## src/design/priority_deadline_task_scheduler_assert.svh

```systemverilog
// Assertion macros for the priority deadline task scheduler.
// Expects clk and arst_n in scope where used.
`ifndef PRIORITY_DEADLINE_TASK_SCHEDULER_ASSERT_SVH
`define PRIORITY_DEADLINE_TASK_SCHEDULER_ASSERT_SVH

// same-cycle implication
`define PDTS_ASSERT_IMP(label, ante, cons, msg) \
	label: assert property (@(posedge clk) disable iff (!arst_n) (ante) |-> (cons)) \
		else $error(msg);

// next-cycle implication
`define PDTS_ASSERT_NXT(label, ante, cons, msg) \
	label: assert property (@(posedge clk) disable iff (!arst_n) (ante) |=> (cons)) \
		else $error(msg);

`endif

```

## src/design/pdts_pkg.sv

```systemverilog
// Shared types and constants for the priority deadline task scheduler.
// No dependencies.
package pdts_pkg;

	localparam int TASK_SLOTS = 32;
	localparam int SLOT_AW    = $clog2(TASK_SLOTS);
	localparam int ID_W       = 16;
	localparam int TIME_W     = 31;
	localparam int SLACK_W    = 32;
	localparam int FUNC_W     = 3;

	localparam logic [SLOT_AW-1:0] SLOT_LAST = SLOT_AW'(TASK_SLOTS - 1);

	localparam logic [FUNC_W-1:0] FN_TICK   = 3'd0;
	localparam logic [FUNC_W-1:0] FN_ARRIVE = 3'd1;
	localparam logic [FUNC_W-1:0] FN_FINISH = 3'd2;
	localparam logic [FUNC_W-1:0] FN_IOREQ  = 3'd3;
	localparam logic [FUNC_W-1:0] FN_IOEND  = 3'd4;
	localparam logic [FUNC_W-1:0] FN_SCHED  = 3'd5;

	typedef struct packed {
		logic               load;
		logic               rd;
		logic [SLOT_AW-1:0] rd_addr;
		logic               apply;
	} pdts_cmd_t;

	typedef struct packed {
		logic is_sched;
		logic out_busy;
	} pdts_stat_t;

endpackage

```

## src/design/pdts_if.sv

```systemverilog
// Handshake channels of the scheduler: event input and schedule result.
// Depends on pdts_pkg for field widths.
interface pdts_in_if;
	logic                          valid;
	logic                          ready;
	logic [pdts_pkg::FUNC_W-1:0]   func;
	logic [pdts_pkg::ID_W-1:0]     task_id;
	logic                          high_priority;
	logic [pdts_pkg::TIME_W-1:0]   deadline;
	logic [pdts_pkg::TIME_W-1:0]   arrival_time;
	logic [pdts_pkg::ID_W-1:0]     io_owner;

	modport source (output valid, func, task_id, high_priority, deadline, arrival_time,
		io_owner, input ready);
	modport sink (input valid, func, task_id, high_priority, deadline, arrival_time,
		io_owner, output ready);
endinterface

interface pdts_out_if;
	logic                      valid;
	logic                      ready;
	logic [pdts_pkg::ID_W-1:0] cpu_task;
	logic [pdts_pkg::ID_W-1:0] io_task;

	modport source (output valid, cpu_task, io_task, input ready);
	modport sink (input valid, cpu_task, io_task, output ready);
endinterface

```

## src/design/priority_deadline_task_scheduler.sv

```systemverilog
// Priority deadline task scheduler: top level joining controller and datapath.
// Depends on pdts_pkg, pdts_if, pdts_ctrl, pdts_dpath and the assertion header.
//
// Usage:
//   evt carries one event transaction: tick, arrival, finish, io request,
//   io end or schedule, with the task fields. res carries one transaction
//   (cpu_task, io_task) for each schedule event and nothing for the others.
//   Each event scans the whole task table through the single read port of
//   the table memory, one slot per cycle. An event occupies the block
//   through the accept, one read for each of the TASK_SLOTS slots, the
//   drain of the last read and the update; the update of a schedule event
//   writes its result to the result register. evt.ready is high only between events.
//   Reset empties the table and clears the io-ended mark; no result is held.
//   A waiting result does not block the next event; only the update of a
//   later schedule event waits until the receiver has taken the earlier one.
`include "priority_deadline_task_scheduler_assert.svh"

module priority_deadline_task_scheduler (
	input logic        clk,
	input logic        arst_n,
	pdts_in_if.sink    evt,
	pdts_out_if.source res
);
	import pdts_pkg::*;

	pdts_cmd_t  cmd;
	pdts_stat_t stat;

	pdts_ctrl u_ctrl (
		.clk      (clk),
		.arst_n   (arst_n),
		.in_valid (evt.valid),
		.in_ready (evt.ready),
		.stat     (stat),
		.cmd      (cmd)
	);

	pdts_dpath u_dpath (
		.clk           (clk),
		.arst_n        (arst_n),
		.cmd           (cmd),
		.stat          (stat),
		.func          (evt.func),
		.task_id       (evt.task_id),
		.high_priority (evt.high_priority),
		.deadline      (evt.deadline),
		.arrival_time  (evt.arrival_time),
		.io_owner      (evt.io_owner),
		.res_ready     (res.ready),
		.res_valid     (res.valid),
		.cpu_task      (res.cpu_task),
		.io_task       (res.io_task)
	);

	`PDTS_ASSERT_NXT(a_busy_after_accept, evt.valid && evt.ready, !evt.ready, "event accepted while busy")
	`PDTS_ASSERT_IMP(a_no_overwrite, cmd.apply, !(stat.is_sched && stat.out_busy), "result overwritten")
	`PDTS_ASSERT_NXT(a_res_from_sched, cmd.apply && !stat.is_sched && !res.valid, !res.valid, "spurious result")

endmodule

```

## src/design/pdts_ctrl.sv

```systemverilog
// Controller of the scheduler: sequences accept, table scan and update.
// Depends on pdts_pkg.
module pdts_ctrl (
	input  logic                 clk,
	input  logic                 arst_n,
	input  logic                 in_valid,
	output logic                 in_ready,
	input  pdts_pkg::pdts_stat_t stat,
	output pdts_pkg::pdts_cmd_t  cmd
);
	import pdts_pkg::*;

	localparam logic [1:0] ST_IDLE  = 2'd0;
	localparam logic [1:0] ST_SCAN  = 2'd1;
	localparam logic [1:0] ST_DRAIN = 2'd2;
	localparam logic [1:0] ST_APPLY = 2'd3;

	logic [1:0]         state_q, state_d;
	logic [SLOT_AW-1:0] cnt_q, cnt_d;
	logic               apply_ok;

	assign apply_ok = !(stat.is_sched && stat.out_busy);
	assign in_ready = (state_q == ST_IDLE);

	always_comb begin
		state_d     = state_q;
		cnt_d       = cnt_q;
		cmd.load    = 1'b0;
		cmd.rd      = 1'b0;
		cmd.rd_addr = cnt_q;
		cmd.apply   = 1'b0;
		case (state_q)
			ST_IDLE: begin
				if (in_valid) begin
					cmd.load = 1'b1;
					cnt_d    = '0;
					state_d  = ST_SCAN;
				end
			end
			ST_SCAN: begin
				cmd.rd = 1'b1;
				cnt_d  = cnt_q + 1'b1;
				if (cnt_q == SLOT_LAST) begin
					state_d = ST_DRAIN;
				end
			end
			ST_DRAIN: begin
				// last slot is still in the read stage
				state_d = ST_APPLY;
			end
			ST_APPLY: begin
				if (apply_ok) begin
					cmd.apply = 1'b1;
					state_d   = ST_IDLE;
				end
			end
			default: begin
				state_d = ST_IDLE;
			end
		endcase
	end

	always_ff @(posedge clk or negedge arst_n) begin
		if (!arst_n) begin
			state_q <= ST_IDLE;
			cnt_q   <= '0;
		end else begin
			state_q <= state_d;
			cnt_q   <= cnt_d;
		end
	end

endmodule

```

## src/design/pdts_dpath.sv

```systemverilog
// Datapath of the scheduler: task table, scan accumulators, result register.
// Depends on pdts_pkg; driven by pdts_ctrl commands.
module pdts_dpath (
	input  logic                          clk,
	input  logic                          arst_n,
	input  pdts_pkg::pdts_cmd_t           cmd,
	output pdts_pkg::pdts_stat_t          stat,
	input  logic [pdts_pkg::FUNC_W-1:0]   func,
	input  logic [pdts_pkg::ID_W-1:0]     task_id,
	input  logic                          high_priority,
	input  logic [pdts_pkg::TIME_W-1:0]   deadline,
	input  logic [pdts_pkg::TIME_W-1:0]   arrival_time,
	input  logic [pdts_pkg::ID_W-1:0]     io_owner,
	input  logic                          res_ready,
	output logic                          res_valid,
	output logic [pdts_pkg::ID_W-1:0]     cpu_task,
	output logic [pdts_pkg::ID_W-1:0]     io_task
);
	import pdts_pkg::*;

	function automatic logic ranks_before(input logic ha, input logic [SLACK_W-1:0] sa,
		input logic hb, input logic [SLACK_W-1:0] sb);
		return (ha && !hb) || ((ha == hb) && ($signed(sa) < $signed(sb)));
	endfunction

	// task table
	logic [ID_W-1:0]    task_mem  [TASK_SLOTS];
	logic [SLACK_W-1:0] slack_mem [TASK_SLOTS];
	logic [TASK_SLOTS-1:0] valid_q, high_q, inio_q;
	logic               io_ended_q;

	// captured item
	logic [FUNC_W-1:0]  func_q;
	logic [ID_W-1:0]    id_q, cur_io_q;
	logic               high_in_q;
	logic [SLACK_W-1:0] slack_in_q;

	// read stage
	logic               rd_s1;
	logic [SLOT_AW-1:0] idx_s1;
	logic [ID_W-1:0]    task_s1;
	logic [SLACK_W-1:0] slack_s1;

	// scan accumulators
	logic               free_fnd_q, id_fnd_q, cpu_fnd_q, io_fnd_q;
	logic [SLOT_AW-1:0] free_idx_q, id_idx_q, cpu_idx_q;
	logic               cpu_high_q, io_high_q;
	logic [SLACK_W-1:0] cpu_slack_q, io_slack_q;
	logic [ID_W-1:0]    cpu_task_q, io_task_q;

	logic               res_valid_q;
	logic [ID_W-1:0]    res_cpu_q, res_io_q;

	logic               v_s1, h_s1, io_s1;
	logic [ID_W-1:0]    io_hold;
	logic               do_arrive;

	assign v_s1  = valid_q[idx_s1];
	assign h_s1  = high_q[idx_s1];
	assign io_s1 = inio_q[idx_s1];

	assign io_hold   = io_ended_q ? '0 : cur_io_q;
	assign do_arrive = cmd.apply && (func_q == FN_ARRIVE) && free_fnd_q;

	assign stat.is_sched = (func_q == FN_SCHED);
	assign stat.out_busy = res_valid_q && !res_ready;

	assign res_valid = res_valid_q;
	assign cpu_task  = res_cpu_q;
	assign io_task   = res_io_q;

	always_ff @(posedge clk) begin
		if (cmd.load) begin
			func_q     <= func;
			id_q       <= task_id;
			cur_io_q   <= io_owner;
			high_in_q  <= high_priority;
			slack_in_q <= {1'b0, deadline} - {1'b0, arrival_time};
		end
	end

	// table memory: one write port at apply, one registered read port for the scan
	always_ff @(posedge clk) begin
		if (do_arrive) begin
			task_mem[free_idx_q]  <= id_q;
			slack_mem[free_idx_q] <= slack_in_q;
		end
		if (cmd.rd) begin
			task_s1  <= task_mem[cmd.rd_addr];
			slack_s1 <= slack_mem[cmd.rd_addr];
		end
		idx_s1 <= cmd.rd_addr;
	end

	always_ff @(posedge clk or negedge arst_n) begin
		if (!arst_n) begin
			rd_s1 <= 1'b0;
		end else begin
			rd_s1 <= cmd.rd;
		end
	end

	// per-slot flags without reset value
	always_ff @(posedge clk) begin
		if (cmd.apply) begin
			case (func_q)
				FN_ARRIVE: begin
					if (free_fnd_q) begin
						high_q[free_idx_q] <= high_in_q;
						inio_q[free_idx_q] <= 1'b0;
					end
				end
				FN_IOREQ: begin
					if (id_fnd_q) begin
						inio_q[id_idx_q] <= 1'b1;
					end
				end
				FN_IOEND: begin
					if (id_fnd_q) begin
						inio_q[id_idx_q] <= 1'b0;
					end
				end
				FN_SCHED: begin
					if (cpu_fnd_q) begin
						high_q[cpu_idx_q] <= 1'b0;
					end
				end
				default: begin
				end
			endcase
		end
	end

	always_ff @(posedge clk or negedge arst_n) begin
		if (!arst_n) begin
			valid_q    <= '0;
			io_ended_q <= 1'b0;
		end else if (cmd.apply) begin
			case (func_q)
				FN_ARRIVE: begin
					if (free_fnd_q) begin
						valid_q[free_idx_q] <= 1'b1;
					end
				end
				FN_FINISH: begin
					if (id_fnd_q) begin
						valid_q[id_idx_q] <= 1'b0;
					end
				end
				FN_IOEND: begin
					io_ended_q <= 1'b1;
				end
				FN_SCHED: begin
					io_ended_q <= 1'b0;
				end
				default: begin
				end
			endcase
		end
	end

	// scan: lowest free slot, lowest slot with the id, best runnable, best io-waiting
	always_ff @(posedge clk or negedge arst_n) begin
		if (!arst_n) begin
			free_fnd_q <= 1'b0;
			id_fnd_q   <= 1'b0;
			cpu_fnd_q  <= 1'b0;
			io_fnd_q   <= 1'b0;
		end else if (cmd.load) begin
			free_fnd_q <= 1'b0;
			id_fnd_q   <= 1'b0;
			cpu_fnd_q  <= 1'b0;
			io_fnd_q   <= 1'b0;
		end else if (rd_s1) begin
			if (!v_s1 && !free_fnd_q) begin
				free_fnd_q <= 1'b1;
			end
			if (v_s1 && (task_s1 == id_q) && !id_fnd_q) begin
				id_fnd_q <= 1'b1;
			end
			if (v_s1 && !io_s1 &&
				(!cpu_fnd_q || ranks_before(h_s1, slack_s1, cpu_high_q, cpu_slack_q))) begin
				cpu_fnd_q <= 1'b1;
			end
			if (v_s1 && io_s1 &&
				(!io_fnd_q || ranks_before(h_s1, slack_s1, io_high_q, io_slack_q))) begin
				io_fnd_q <= 1'b1;
			end
		end
	end

	always_ff @(posedge clk) begin
		if (rd_s1) begin
			if (!v_s1 && !free_fnd_q) begin
				free_idx_q <= idx_s1;
			end
			if (v_s1 && (task_s1 == id_q) && !id_fnd_q) begin
				id_idx_q <= idx_s1;
			end
			if (v_s1 && !io_s1 &&
				(!cpu_fnd_q || ranks_before(h_s1, slack_s1, cpu_high_q, cpu_slack_q))) begin
				cpu_idx_q   <= idx_s1;
				cpu_high_q  <= h_s1;
				cpu_slack_q <= slack_s1;
				cpu_task_q  <= task_s1;
			end
			if (v_s1 && io_s1 &&
				(!io_fnd_q || ranks_before(h_s1, slack_s1, io_high_q, io_slack_q))) begin
				io_high_q  <= h_s1;
				io_slack_q <= slack_s1;
				io_task_q  <= task_s1;
			end
		end
	end

	// result register
	always_ff @(posedge clk or negedge arst_n) begin
		if (!arst_n) begin
			res_valid_q <= 1'b0;
		end else if (cmd.apply && (func_q == FN_SCHED)) begin
			res_valid_q <= 1'b1;
		end else if (res_ready) begin
			res_valid_q <= 1'b0;
		end
	end

	always_ff @(posedge clk) begin
		if (cmd.apply && (func_q == FN_SCHED)) begin
			res_cpu_q <= cpu_fnd_q ? cpu_task_q : '0;
			res_io_q  <= ((io_hold == '0) && io_fnd_q) ? io_task_q : io_hold;
		end
	end

endmodule
```

## src/flat_wrapper.sv

```systemverilog
// flat-port wrapper written by rule: the top's interface ports become plain ports
module priority_deadline_task_scheduler_flat import pdts_pkg::*;
  (clk, arst_n, evt_valid, evt_func, evt_task_id, evt_high_priority, evt_deadline, evt_arrival_time, evt_io_owner, evt_ready, res_valid, res_cpu_task, res_io_task, res_ready);
  pdts_in_if evt_i ();
  pdts_out_if res_i ();
  input logic clk;
  input logic arst_n;
  input wire logic [$bits(evt_i.valid)-1:0] evt_valid;
  input wire logic [$bits(evt_i.func)-1:0] evt_func;
  input wire logic [$bits(evt_i.task_id)-1:0] evt_task_id;
  input wire logic [$bits(evt_i.high_priority)-1:0] evt_high_priority;
  input wire logic [$bits(evt_i.deadline)-1:0] evt_deadline;
  input wire logic [$bits(evt_i.arrival_time)-1:0] evt_arrival_time;
  input wire logic [$bits(evt_i.io_owner)-1:0] evt_io_owner;
  output wire logic [$bits(evt_i.ready)-1:0] evt_ready;
  output wire logic [$bits(res_i.valid)-1:0] res_valid;
  output wire logic [$bits(res_i.cpu_task)-1:0] res_cpu_task;
  output wire logic [$bits(res_i.io_task)-1:0] res_io_task;
  input wire logic [$bits(res_i.ready)-1:0] res_ready;
  assign evt_i.valid = evt_valid;
  assign evt_i.func = evt_func;
  assign evt_i.task_id = evt_task_id;
  assign evt_i.high_priority = evt_high_priority;
  assign evt_i.deadline = evt_deadline;
  assign evt_i.arrival_time = evt_arrival_time;
  assign evt_i.io_owner = evt_io_owner;
  assign evt_ready = evt_i.ready;
  assign res_valid = res_i.valid;
  assign res_cpu_task = res_i.cpu_task;
  assign res_io_task = res_i.io_task;
  assign res_i.ready = res_ready;
  priority_deadline_task_scheduler u_core (.clk(clk), .arst_n(arst_n), .evt(evt_i), .res(res_i));
endmodule
```

## config.mk

```make
export PLATFORM = sky130hd
export DESIGN_NAME = priority_deadline_task_scheduler_flat
export DESIGN_NICKNAME = d
export VERILOG_FILES = /design/src/design/pdts_pkg.sv /design/src/design/pdts_if.sv /design/src/design/priority_deadline_task_scheduler.sv /design/src/design/pdts_ctrl.sv /design/src/design/pdts_dpath.sv /design/src/flat_wrapper.sv
export VERILOG_INCLUDE_DIRS = /design/src /design/src/design
export SDC_FILE = /design/constraint.sdc
export NUM_CORES = 2
export LEC_CHECK = 0
export ABC_CLOCK_PERIOD_IN_PS = 4800
export BUFFER_PORTS_ARGS = -buffer_cell sky130_fd_sc_hd__buf_2
export CAP_MARGIN = 40
export CORE_MARGIN = 5
export CORE_UTILIZATION = 59
export CTS_BUF_LIST = sky130_fd_sc_hd__clkbuf_8
export CTS_CLUSTER_DIAMETER = 60
export CTS_CLUSTER_SIZE = 16
export DETAILED_ROUTE_END_ITERATION = 8
export MAX_ROUTING_LAYER = met4
export PLACE_DENSITY = 0.79
export SLEW_MARGIN = 10
export SYNTH_ARGS = -nofsm -noshare
export SYNTH_HDL_FRONTEND = slang
export SYNTH_SLANG_ARGS = --single-unit
export TNS_END_PERCENT = 10
```

## constraint.sdc

```tcl
create_clock -name clk -period 4.8 [get_ports clk]
set_input_delay 0.24 -clock clk [delete_from_list [all_inputs] [get_ports clk]]
set_output_delay 0.24 -clock clk [all_outputs]
set_load 0.02 [all_outputs]
```

==> impl_metrics.py <==
metrics = {
    "status": {
        "status": "finished clean",
    },
    "run": {
        "drv_cap": 0,
    },
    "setup_path": {
        "reg2reg_depth": 7,
        "critPathMaxFanout": 32,
        "reg2reg_from": "u_core.u_dpath.idx_s1[0]",
        "crit_type": "reg2reg",
        "required_ps": 5340,
        "cp-end-kind": "flop",
        "cp-start-kind": "flop",
        "worstPathArrival_ps": 4610,
        "startpoint": "u_core.u_dpath.idx_s1[0]",
    },
    "cts": {
        "cts_tree": "done",
        "root_buffer": "clkbuf_8",
        "cts_max_level": 4,
        "clock_path_buffers": 3,
        "clk_pin_slew_ps": 100,
        "numCtsBuffers": 143,
        "postCtsSetupBuffers": 0,
        "insertion_delay_ps": 910,
        "clkSinkCount": 1912,
    },
    "yosys": {
        "synth_mux_area_share_pct": 15.8,
        "synthCells": 3777,
        "synth_area_mm2": 0.0767,
        "yosys.area_share.adder_pct": 1.67,
        "synth_simple_gate_area_share_pct": 2.48,
        "yosys_warnings": 0,
        "synth_compound_area_share_pct": 3.34,
        "synth_area_per_cell_um2": 20.3,
        "synth_edf_count": 1861,
        "synth-main-ff-cell": "edfxtp_1",
        "post_synth_xor_area_fraction_pct": 0.480,
        "synth_seq_area_share_pct": 74.5,
        "synth_nets": 3981,
        "synth-seq-cells": 1912,
        "synthArstFlopShare_pct": 2.41,
        "synth_top_family_by_area": "multiplexers",
        "ys_types": 76,
    },
    "timing": {
        "timing.final.crit_share_pct": 84.9,
        "tightest_slew_ps": 983,
        "fin_ws_ps": 726,
        "slew_headroom_pct": 34.5,
        "drv_slew": 0,
        "rsz0062_at_grt": "no",
        "finalCriticalPeriod_ps": 4070,
        "setup_viol": 0,
        "skew_ps": 35.2,
        "hold_viol_final": 0,
        "max_clock_freq_mhz": 245,
        "timing.setup.tns_ps": 0,
    },
    "die": {
        "initial_core_util_pct": 59.3,
        "die_w_um": 370,
        "core_mm2": 0.129,
        "fp-row-count": 132,
        "ios": 136,
        "dieArea_mm2": 0.137,
        "fp.dieH_um": 370,
    },
    "final_layout": {
        "fillCellCount": 7961,
        "nNetsFinal": 4353,
        "layout-drive-gt1-share_pct": 25.1,
        "final_cell_mix": "1861 x edfxtp_1, 491 x mux4_2, 158 x nand2_1",
        "layout_commonest_cell": "edfxtp_1",
        "areaGrowthSynthToFinish_pct": 10.6,
    },
    "place": {
        "dpl_worst_slack_ps": 768,
        "gp_congestion": 0.867,
        "portBuffers": 135,
        "dp_hpwl_um": 99400,
    },
    "global_routing": {
        "grt.overflow.total": 0,
        "antenna_found_initial": 2,
        "grt_max_degree": 85,
        "grt_first_pass_wirelength_um": 265000,
        "grtUsageTotal_pct": 27.5,
        "first_global_vias": 39400,
    },
    "power_and_ir_drop": {
        "ir_drop_uv": 305,
        "power.total_mw": 37.3,
        "p_leak_nw": 26.9,
        "powerDensity_mw_per_mm2": 440,
    },
    "routing": {
        "wire_per_inst_um": 30.6,
        "firstDrtPassIters": 6,
        "drtIter0Drc": 5617,
        "antenna_left": 0,
        "wirelength_um": 182000,
        "num_vias": 39600,
        "drc_errors": 0,
        "via_per_inst": 6.68,
    },
    "worst_hold_path": {
        "hold_start": "evt_task_id[7]",
        "min_path_cells": 2,
        "hp-class": "in2reg",
    },
}
## cell usage after synthesis, drive strengths merged, types with 14 or more instances
cell	instances	share of area, %
xor2	24	0.27
buf	62	0.41
nand3	21	0.14
ha	101	1.6
and2	20	0.16
clkbuf	125	0.62
inv	129	0.63
mux4	510	15
nand2b	14	0.12
a21o	26	0.25
a31oi	44	0.36
nor2b	14	0.12
dfrtp	46	1.5
nor2	101	0.51
o22ai	33	0.27
xnor2	18	0.21
o21ai	120	0.80
a21oi	158	1.0
nand4	16	0.13
edfxtp	1861	73
nand2	159	0.78
mux2	50	0.74
## worst paths after layout
check                                                     end  slack, ps
worst max-delay path            u_core.u_dpath.io_slack_q[20]        730
worst min-delay path                   u_core.u_dpath.id_q[7]         80
worst max register to register  u_core.u_dpath.io_slack_q[20]        730
worst min register to register  u_core.u_dpath.cpu_slack_q[0]        520
max in group asynchronous          u_core.u_dpath.valid_q[16]       3410
min in group asynchronous           u_core.u_dpath.valid_q[3]        380
## stage by stage
stage	instance area [um2]	hold slack [ps]	util (%)	instances
3_5_place_dp	80900	159	62.5	5602
3_3_place_gp	80400	418	62.2	5578
4_1_cts	84600	0.0527	65.4	5929
2_1_floorplan	76700	-55.6	-	3777
5_1_grt	84800	51.5	65.6	5937
6_report	84800	82.8	65.6	5937
## kinds of logic (layout without fill, tap and decap cells)
kind of cell             count (synthesis)  count (layout)
multiplexers                           562             562
AO/OA/AOI/OAI                          438             438
adder cells (fa/ha/maj)                102             102
XOR/XNOR                                42              42
flip-flops                            1912            1912
other                                    0               2
AND/OR/NAND/NOR                        405             405
buffers and inverters                  316             732
## state kept, by name (all words and copies together) (netlist names), 32 cells and up
register and flops:
u_core.u_dpath.cpu_slack_q 32, u_core.u_dpath.high_q 32, u_core.u_dpath.inio_q 32, u_core.u_dpath.io_slack_q 32, u_core.u_dpath.slack_in_q 32, u_core.u_dpath.slack_mem 1024, u_core.u_dpath.slack_s1 32, u_core.u_dpath.task_mem 512
u_core.u_dpath.valid_q 32
## power breakdown
part	switching, mW	internal, mW	leakage, nW
sequential	0.901	19.6	17.4
combinational	4.27	4.47	8.25
clock	4.98	3.07	1.25
total	10.1	27.1	26.9
## worst max-delay path, stage by stage (launching register included)
cell     delay [ps]
dfxtp_1         740
mux4_1          680
mux4_2          470
mux2_2          320
ha_1            310
o21ai_2          80
a21oi_4         580
buf_4           530
## layout make-up
type	count	area, um2	share of cell area (%)
Antenna cell	2	5.00	0.00590
Timing Repair Buffer	414	4020	4.74
Sequential cell	1912	57200	67.4
Clock inverter	37	293	0.345
Inverter	129	487	0.574
Tap cell	1742	2180	2.57
Clock buffer	152	2090	2.47
Multi-Input combinational cell	1549	18600	21.9
## layer usage
| layer | vias up | global-route usage, % | part of all wire, % |
|---|---|---|---|
| li1 | 16200 | - | - |
| met1 | 20600 | 38.6 | 38 |
| met2 | 2597 | 43.2 | 49 |
| met3 | 327 | 4.70 | 11 |
| met4 | 0 | 7.26 | 2.6 |
| met5 | - | - | 0 |
## repair_timing
action                     CTS  global route
resized for setup            0             0
hold endpoints to repair   123             0
setup endpoints to repair    0             0
hold buffers               138             0
(Power assumes the default switching activity.)
